==> config.mk <==
export PLATFORM = sky130hd
export DESIGN_NAME = bounding_box_accumulator_unit
export DESIGN_NICKNAME = d
export VERILOG_FILES = /design/src/rtl/core/bba_pkg.sv /design/src/rtl/core/bounding_box_accumulator_unit.sv /design/src/rtl/core/bba_lane.sv /design/src/rtl/core/bba_merge.sv /design/src/rtl/core/bba_sqrt.sv
export SDC_FILE = /design/constraint.sdc
export NUM_CORES = 2
export LEC_CHECK = 0
export BUFFER_PORTS_ARGS = -buffer_cell sky130_fd_sc_hd__buf_4
export CAP_MARGIN = 40
export CORE_UTILIZATION = 55
export DETAILED_ROUTE_END_ITERATION = 16
export PLACE_DENSITY = 0.79
export SETUP_SLACK_MARGIN = 0.3
export SLEW_MARGIN = 20
export SYNTH_ARGS = -nofsm -noshare
export SYNTH_HDL_FRONTEND = slang
export SYNTH_HIERARCHICAL = 1
export SYNTH_SLANG_ARGS = --single-unit
==> constraint.sdc <==
create_clock -name clk -period 20.6 [get_ports clk]
set_input_delay 6.18 -clock clk [delete_from_list [all_inputs] [get_ports clk]]
set_output_delay 6.18 -clock clk [all_outputs]
set_load 0.02 [all_outputs]
==> src/rtl/core/bba_pkg.sv <==
// shared types and constants for the bounding box accumulator
package bba_pkg;

  localparam int COORD_W  = 24;
  localparam int AXES     = 3;
  localparam int SQ_W     = 2 * COORD_W;
  localparam int ROOT_W   = COORD_W;
  localparam int REM_W    = ROOT_W + 2;
  localparam int STEP_W   = $clog2(ROOT_W + 1);

  typedef logic signed [COORD_W-1:0] coord_t;
  typedef logic [COORD_W-1:0]        ucoord_t;
  typedef logic [SQ_W-1:0]           sq_t;

  typedef struct packed {
    coord_t lo_x;
    coord_t lo_y;
    coord_t lo_z;
    coord_t hi_x;
    coord_t hi_y;
    coord_t hi_z;
    logic   group_end;
  } item_t;

  typedef struct packed {
    coord_t  center_x;
    coord_t  center_y;
    coord_t  center_z;
    ucoord_t half_x;
    ucoord_t half_y;
    ucoord_t half_z;
    ucoord_t radius;
  } result_t;

  typedef struct packed {
    logic busy;
    logic done;
  } root_stat_t;

  typedef enum logic [1:0] {
    FIN_IDLE,
    FIN_MERGE,
    FIN_ROOT,
    FIN_DRAIN
  } fin_state_t;

endpackage

==> src/rtl/core/bounding_box_accumulator_unit.sv <==
// top level: 3d axis-aligned bounding box accumulator
// path from the accepted group_end beat to the result beat: half-extent register, square,
//   sum, root load, one root step per root bit, drain and output register
// throughput: one item beat per cycle inside a group; a group_end beat is stalled until
//   the previous result is loaded into the output register
// reset: clears group_open, the sequencer, the merge and root valids and result_valid
module bounding_box_accumulator_unit (
  input  logic             clk,
  input  logic             rst,
  input  logic             item_valid,
  output logic             item_stall,
  input  bba_pkg::item_t   item,
  output logic             result_valid,
  input  logic             result_stall,
  output bba_pkg::result_t result
);

  // input side
  logic            take;
  logic            group_open;
  bba_pkg::coord_t lo_in   [bba_pkg::AXES];
  bba_pkg::coord_t hi_in   [bba_pkg::AXES];
  bba_pkg::coord_t min_nxt [bba_pkg::AXES];
  bba_pkg::coord_t max_nxt [bba_pkg::AXES];

  // finishing path
  bba_pkg::fin_state_t fin_state;
  bba_pkg::fin_state_t fin_state_next;
  logic                merge_start;
  bba_pkg::coord_t     center [bba_pkg::AXES];
  bba_pkg::ucoord_t    half   [bba_pkg::AXES];
  bba_pkg::sq_t        sum;
  logic                sum_valid;
  bba_pkg::ucoord_t    root;
  bba_pkg::root_stat_t root_stat;
  logic                load_result;

  // a group_end beat waits only while the finisher is still busy
  assign item_stall  = (fin_state != bba_pkg::FIN_IDLE) && item.group_end;
  assign take        = item_valid && !item_stall;
  assign merge_start = take && item.group_end;

  assign lo_in[0] = item.lo_x;
  assign lo_in[1] = item.lo_y;
  assign lo_in[2] = item.lo_z;
  assign hi_in[0] = item.hi_x;
  assign hi_in[1] = item.hi_y;
  assign hi_in[2] = item.hi_z;

  // one lane per axis
  for (genvar g = 0; g < bba_pkg::AXES; g++) begin : g_lane
    bba_lane u_lane (
      .clk      (clk),
      .a        (lo_in[g]),
      .b        (hi_in[g]),
      .open     (group_open),
      .take     (take),
      .min_next (min_nxt[g]),
      .max_next (max_nxt[g])
    );
  end

  // group_end closes the group; any other beat leaves it open
  always_ff @(posedge clk) begin
    if (rst) begin
      group_open <= 1'b0;
    end else if (take) begin
      group_open <= !item.group_end;
    end
  end

  // merge: the lanes' bounds including the closing beat feed the merge directly
  bba_merge u_merge (
    .clk       (clk),
    .rst       (rst),
    .start     (merge_start),
    .mins      (min_nxt),
    .maxs      (max_nxt),
    .center    (center),
    .half      (half),
    .sum       (sum),
    .sum_valid (sum_valid)
  );

  bba_sqrt u_sqrt (
    .clk      (clk),
    .rst      (rst),
    .start    (sum_valid),
    .radicand (sum),
    .root     (root),
    .stat     (root_stat)
  );

  // finishing sequencer
  always_ff @(posedge clk) begin
    if (rst) begin
      fin_state <= bba_pkg::FIN_IDLE;
    end else begin
      fin_state <= fin_state_next;
    end
  end

  always_comb begin
    fin_state_next = fin_state;
    load_result    = 1'b0;
    case (fin_state)
      bba_pkg::FIN_IDLE: begin
        if (merge_start) fin_state_next = bba_pkg::FIN_MERGE;
      end
      bba_pkg::FIN_MERGE: begin
        if (sum_valid) fin_state_next = bba_pkg::FIN_ROOT;
      end
      bba_pkg::FIN_ROOT: begin
        if (root_stat.done) fin_state_next = bba_pkg::FIN_DRAIN;
      end
      bba_pkg::FIN_DRAIN: begin
        // output register free or emptying this cycle
        if (!result_valid || !result_stall) begin
          load_result    = 1'b1;
          fin_state_next = bba_pkg::FIN_IDLE;
        end
      end
      default: begin
        fin_state_next = bba_pkg::FIN_IDLE;
      end
    endcase
  end

  // output register: parts the finisher from the result consumer
  always_ff @(posedge clk) begin
    if (rst) begin
      result_valid <= 1'b0;
    end else if (load_result) begin
      result_valid <= 1'b1;
    end else if (!result_stall) begin
      result_valid <= 1'b0;
    end
  end

  always_ff @(posedge clk) begin
    if (load_result) begin
      result.center_x <= center[0];
      result.center_y <= center[1];
      result.center_z <= center[2];
      result.half_x   <= half[0];
      result.half_y   <= half[1];
      result.half_z   <= half[2];
      result.radius   <= root;
    end
  end

endmodule

==> src/rtl/core/bba_lane.sv <==
// one axis lane: sorts the corners and tracks the running min and max
module bba_lane (
  input  logic           clk,
  input  bba_pkg::coord_t a,
  input  bba_pkg::coord_t b,
  input  logic           open,
  input  logic           take,
  output bba_pkg::coord_t min_next,
  output bba_pkg::coord_t max_next
);

  bba_pkg::coord_t mn;
  bba_pkg::coord_t mx;
  bba_pkg::coord_t lo;
  bba_pkg::coord_t hi;

  always_comb begin
    lo = (a < b) ? a : b;
    hi = (a < b) ? b : a;
    min_next = (open && (mn < lo)) ? mn : lo;
    max_next = (open && (mx > hi)) ? mx : hi;
  end

  // bounds need no reset: the first beat of a group loads them
  always_ff @(posedge clk) begin
    if (take) begin
      mn <= min_next;
      mx <= max_next;
    end
  end

endmodule

==> src/rtl/core/bba_merge.sv <==
// merge stage: center and half extent per axis, then squares and their sum
module bba_merge (
  input  logic            clk,
  input  logic            rst,
  input  logic            start,
  input  bba_pkg::coord_t mins [bba_pkg::AXES],
  input  bba_pkg::coord_t maxs [bba_pkg::AXES],
  output bba_pkg::coord_t center [bba_pkg::AXES],
  output bba_pkg::ucoord_t half [bba_pkg::AXES],
  output bba_pkg::sq_t    sum,
  output logic            sum_valid
);

  logic                        sq_valid;
  logic                        half_valid;
  bba_pkg::sq_t                sq [bba_pkg::AXES];
  logic signed [bba_pkg::COORD_W:0] pair_sum [bba_pkg::AXES];
  logic signed [bba_pkg::COORD_W:0] span     [bba_pkg::AXES];
  bba_pkg::coord_t             center_next [bba_pkg::AXES];

  always_comb begin
    for (int i = 0; i < bba_pkg::AXES; i++) begin
      pair_sum[i]    = {maxs[i][bba_pkg::COORD_W-1], maxs[i]}
                     + {mins[i][bba_pkg::COORD_W-1], mins[i]};
      // arithmetic shift of the sum gives the floor of the half sum
      center_next[i] = pair_sum[i][bba_pkg::COORD_W:1];
      span[i]        = {maxs[i][bba_pkg::COORD_W-1], maxs[i]}
                     - {center_next[i][bba_pkg::COORD_W-1], center_next[i]};
    end
  end

  always_ff @(posedge clk) begin
    if (rst) begin
      half_valid <= 1'b0;
      sq_valid   <= 1'b0;
      sum_valid  <= 1'b0;
    end else begin
      half_valid <= start;
      sq_valid   <= half_valid;
      sum_valid  <= sq_valid;
    end
  end

  always_ff @(posedge clk) begin
    if (start) begin
      for (int i = 0; i < bba_pkg::AXES; i++) begin
        center[i] <= center_next[i];
        half[i]   <= span[i][bba_pkg::COORD_W-1:0];
      end
    end
    if (half_valid) begin
      for (int i = 0; i < bba_pkg::AXES; i++) begin
        sq[i] <= bba_pkg::sq_t'(half[i]) * bba_pkg::sq_t'(half[i]);
      end
    end
    if (sq_valid) begin
      sum <= sq[0] + sq[1] + sq[2];
    end
  end

endmodule

==> src/rtl/core/bba_sqrt.sv <==
// iterative integer square root, one result bit per cycle
module bba_sqrt (
  input  logic                clk,
  input  logic                rst,
  input  logic                start,
  input  bba_pkg::sq_t        radicand,
  output bba_pkg::ucoord_t    root,
  output bba_pkg::root_stat_t stat
);

  bba_pkg::sq_t                      rad;
  logic [bba_pkg::REM_W-1:0]         rem;
  logic [bba_pkg::STEP_W-1:0]        cnt;
  logic [bba_pkg::REM_W-1:0]         rem_sh;
  logic [bba_pkg::REM_W-1:0]         trial;
  logic                              fits;
  logic                              done;

  always_comb begin
    rem_sh = {rem[bba_pkg::REM_W-3:0], rad[bba_pkg::SQ_W-1 -: 2]};
    trial  = {root, 2'b01};
    fits   = (rem_sh >= trial);
  end

  assign stat = '{busy: (cnt != '0), done: done};

  always_ff @(posedge clk) begin
    if (rst) begin
      cnt  <= '0;
      done <= 1'b0;
    end else begin
      done <= 1'b0;
      if (start) begin
        cnt <= bba_pkg::STEP_W'(bba_pkg::ROOT_W);
      end else if (cnt != '0) begin
        cnt <= cnt - bba_pkg::STEP_W'(1);
        if (cnt == bba_pkg::STEP_W'(1)) begin
          done <= 1'b1;
        end
      end
    end
  end

  always_ff @(posedge clk) begin
    if (start) begin
      rad  <= radicand;
      rem  <= '0;
      root <= '0;
    end else if (cnt != '0) begin
      rad  <= {rad[bba_pkg::SQ_W-3:0], 2'b00};
      rem  <= fits ? (rem_sh - trial) : rem_sh;
      root <= {root[bba_pkg::ROOT_W-2:0], fits};
    end
  end

endmodule
==> results.sh <==
export IMPL_cts_max_level=3
export IMPL_relSlewSlack=0.423
export IMPL_r2r_cells=30
export IMPL_yosysSeqAreaShare=0.236
export IMPL_finalCriticalPeriod_ns=16.69
export IMPL_drc=0
export IMPL_crit_path_max_incr_delay_ns=0.59
export IMPL_totalWireLength_um=230000
export IMPL_cts_tree="built"
export IMPL_rsz0062_at_grt="no"
export IMPL_ctsResizeCount=0
export IMPL_fin_setup_tns_ns=0
export IMPL_final_nets=11900
export IMPL_synth_edf_count=693
export IMPL_crit_buf_inv=3
export IMPL_vias=65800
export IMPL_finalCritPeriodShare=0.810
export IMPL_layout_drive_gt1_share=0.0767
export IMPL_hpwl_um=180000
export IMPL_cts_sinks=754
export IMPL_grt_usage=0.272
export IMPL_crit_path_end_kind="register"
export IMPL_die_w_um=414
export IMPL_critPathArrivalTime_ns=17.16
export IMPL_antenna_left=0
export IMPL_cts_clk_slew_worst_paths_ns=0.06
export IMPL_start_kind="primary input"
export IMPL_die_height_um=414
export IMPL_synthArstFlopShare=0
export IMPL_vias_per_cell=5.60
export IMPL_setup_violations=0
export IMPL_io_pins=319
export IMPL_antenna_found_initial=2
export IMPL_dominantRegCellSynth="edfxtp_1"
export IMPL_cts_root_buf="clkbuf_16"
export IMPL_overflow=0
export IMPL_syn_mean_instance_area_um2=10.1
export IMPL_die_area_um2=172000
export IMPL_port_buffers=318
export IMPL_post_drt_wl_per_cell_um=19.6
export IMPL_cp_required_ns=21.07
export IMPL_diodes=0
export IMPL_reg2reg_from="g_lane[1].u_lane/mx[23]"
export IMPL_initial_core_util=0.557
export IMPL_timing_rr_end="u_merge/half[45]"
export IMPL_cts_buffers=87
export IMPL_ys_warnings_count=6
export IMPL_rows=150
export IMPL_clkLatencyLatePin_ns=0.72
export IMPL_worstMarginPinSlew_ns=0.860
export IMPL_crit_fanout=39
export IMPL_num_fill_cells=13300
export IMPL_dr_first_iter_drc_count=4719
export IMPL_synth_distinct_cells=107
export IMPL_areaGrowthSynthToFinish_pct=8.48
export IMPL_syn_area_um2=93500
export IMPL_clk_path_buf_depth=3
export IMPL_hold_path_class="reg -> reg"
export IMPL_post_cts_setup_buffers=0
export IMPL_grt_pass1_vias=70500
export IMPL_cp_slowest_cell="buf_4"
export IMPL_syn_inst=9232
export IMPL_clock_skew_ns=0.0506
export IMPL_crit_path_end="u_merge/half[45]"
export IMPL_place_congestion=0.938
export IMPL_grt_pass1_wl_um=371000
export IMPL_hold_viol=0
export IMPL_core_area_um2=168000
export IMPL_synth_seq_cells=754
export IMPL_grt_max_degree=69
export IMPL_dr_pass1_iters=6
export IMPL_cts_hold_buf=0
export IMPL_slew_viol_final=0
export IMPL_rrSetupSlack_ns=11.93
export IMPL_cpLargestDelayFamily="simple AND/OR/NAND/NOR gates"
export IMPL_startpoint="item[120]"
export IMPL_max_freq_mhz=59.9
export IMPL_status="finished, final reports clean"
export IMPL_path_class="in -> reg"
export IMPL_maxCapViolCount=0
export IMPL_critical_path_depth=40
state kept, by name, indices dropped and copies added, names as in the netlist:
| signal | count |
|---|---|
| u_sqrt/done | 1 |
| u_merge/half | 72 |
| u_merge/sum_valid | 1 |
| u_merge/half_valid | 1 |
| u_sqrt/cnt | 5 |
| u_merge/sum | 48 |
| fin_state | 2 |
| u_merge/sq_valid | 1 |
| u_sqrt/rem | 24 |
| u_merge/sq | 141 |
| u_sqrt/root | 24 |
| result | 168 |
| u_sqrt/rad | 48 |
| g_lane.u_lane/mx | 72 |
| group_open | 1 |
| u_merge/center | 72 |
| result_valid | 1 |
| g_lane.u_lane/mn | 72 |
metrics by stage:
| stage | hold slack [ns] | cells | instance area (um2) | util | setup slack, ns |
|---|---|---|---|---|---|
| 2_1_floorplan | 0.400 | 9234 | 93500 | - | 1.35 |
| 3_3_place_gp | 0.401 | 11600 | 98100 | 0.584 | 3.59 |
| 3_5_place_dp | 0.405 | 11600 | 98300 | 0.586 | 3.36 |
| 4_1_cts | 0.411 | 11700 | 101000 | 0.603 | 4.09 |
| 5_1_grt | 0.423 | 11700 | 101000 | 0.604 | 3.25 |
| 6_report | 0.412 | 11700 | 101000 | 0.604 | 3.91 |
cell families (layout without fill, tap and decap cells):
group / count (synthesis) / count (layout) / synth area share
multiplexers: 300 / 300 / 0.0329
flip-flops: 754 / 754 / 0.236
buffers and inverters: 2407 / 2716 / 0.0992
AND/OR/NAND/NOR: 1906 / 1906 / 0.0997
XOR/XNOR: 357 / 357 / 0.0340
other: 1 / 3 / 0.0000401
adder cells (fa/ha/maj): 2271 / 2271 / 0.410
AO/OA/AOI/OAI: 1236 / 1236 / 0.0886
cell type report:
class / instances / area (um2) / area share
inverter: 2130 / 8000 / 0.0788
timing repair buffer: 426 / 3400 / 0.0335
clock inverter: 57 / 712 / 0.00702
sequential: 754 / 22000 / 0.217
multi-input combinational: 6073 / 62200 / 0.614
clock buffer: 103 / 2280 / 0.0225
tap: 2204 / 2760 / 0.0272
Yosys cell counts, types with 20 or more instances:
cell	count	area share
buf_2	20	0.0011
nand3_1	111	0.0059
a311oi_1	25	0.0023
a21oi_1	387	0.021
o21a_1	46	0.0037
o21ai_1	22	0.0012
o21ai_0	175	0.0094
mux2_2	58	0.0070
fa_1	1319	0.28
a31oi_1	30	0.0020
a211oi_1	42	0.0034
xor2_1	127	0.012
inv_1	2129	0.085
and3_1	39	0.0026
a21o_1	202	0.016
nand2_1	683	0.027
nor2b_1	80	0.0054
nor3_1	64	0.0034
mux2i_1	241	0.026
nor2_1	338	0.014
o21bai_1	41	0.0033
a21oi_2	41	0.0038
o211ai_1	27	0.0022
xnor2_1	227	0.021
nand2b_1	51	0.0034
dfxtp_1	61	0.013
ha_1	952	0.13
nand4_1	70	0.0047
clkbuf_1	215	0.0086
buf_6	23	0.0028
o31ai_1	25	0.0020
and2_1	363	0.024
edfxtp_1	693	0.22
or3_1	20	0.0013
per-layer routing:
| metal | routed length, um | GRT usage | vias to the layer above |
|---|---|---|---|
| met2 | 114000 | 0.469 | 2324 |
| met1 | 92800 | 0.343 | 32800 |
| met3 | 14200 | 0.0396 | 490 |
| met4 | 9170 | 0.108 | 0 |
| met5 | 0 | 0 | - |
| li1 | - | - | 30200 |
layout by cell type, fill, tap and decap left out, types with 17 or more instances in the layout:
cell       count
o211ai_1      27
mux2_2        58
nand4_1       70
or3_1         20
o21ai_0      175
clkbuf_16     89
o21ai_1       22
o21a_1        46
fa_1        1319
edfxtp_1     693
nand2_1      683
nor2b_1       80
mux2i_1      241
ha_1         952
dfxtp_1       58
a31oi_1       30
nand2b_1      50
o21bai_1      41
and3_1        38
a21o_1       202
o31ai_1       25
buf_4        411
a211oi_1      42
and2_1       363
a311oi_1      25
nor3_1        64
a21oi_1      387
nor2_1       338
nor4_1        17
a21oi_2       41
xor2_1       127
xnor2_1      227
inv_1       2129
nand3_1      111
a211o_1       17
how the worst min path moves through the flow:
stage,startpoint,to,slack (ns),cells past startpoint
floorplan,u_merge/center[4],result[100],0.40,0
global placement,u_merge/center[12],result[108],0.40,0
detailed placement,u_merge/center[1],result[97],0.40,0
CTS,u_merge/center[19],result[115],0.41,0
global route,u_merge/center[67],result[163],0.42,0
finish,u_merge/center[66],result[162],0.41,0
Power is left out: the tool's default activity adds up to more than one toggle a clock period on the data nets, which glitch-free logic cannot reach.
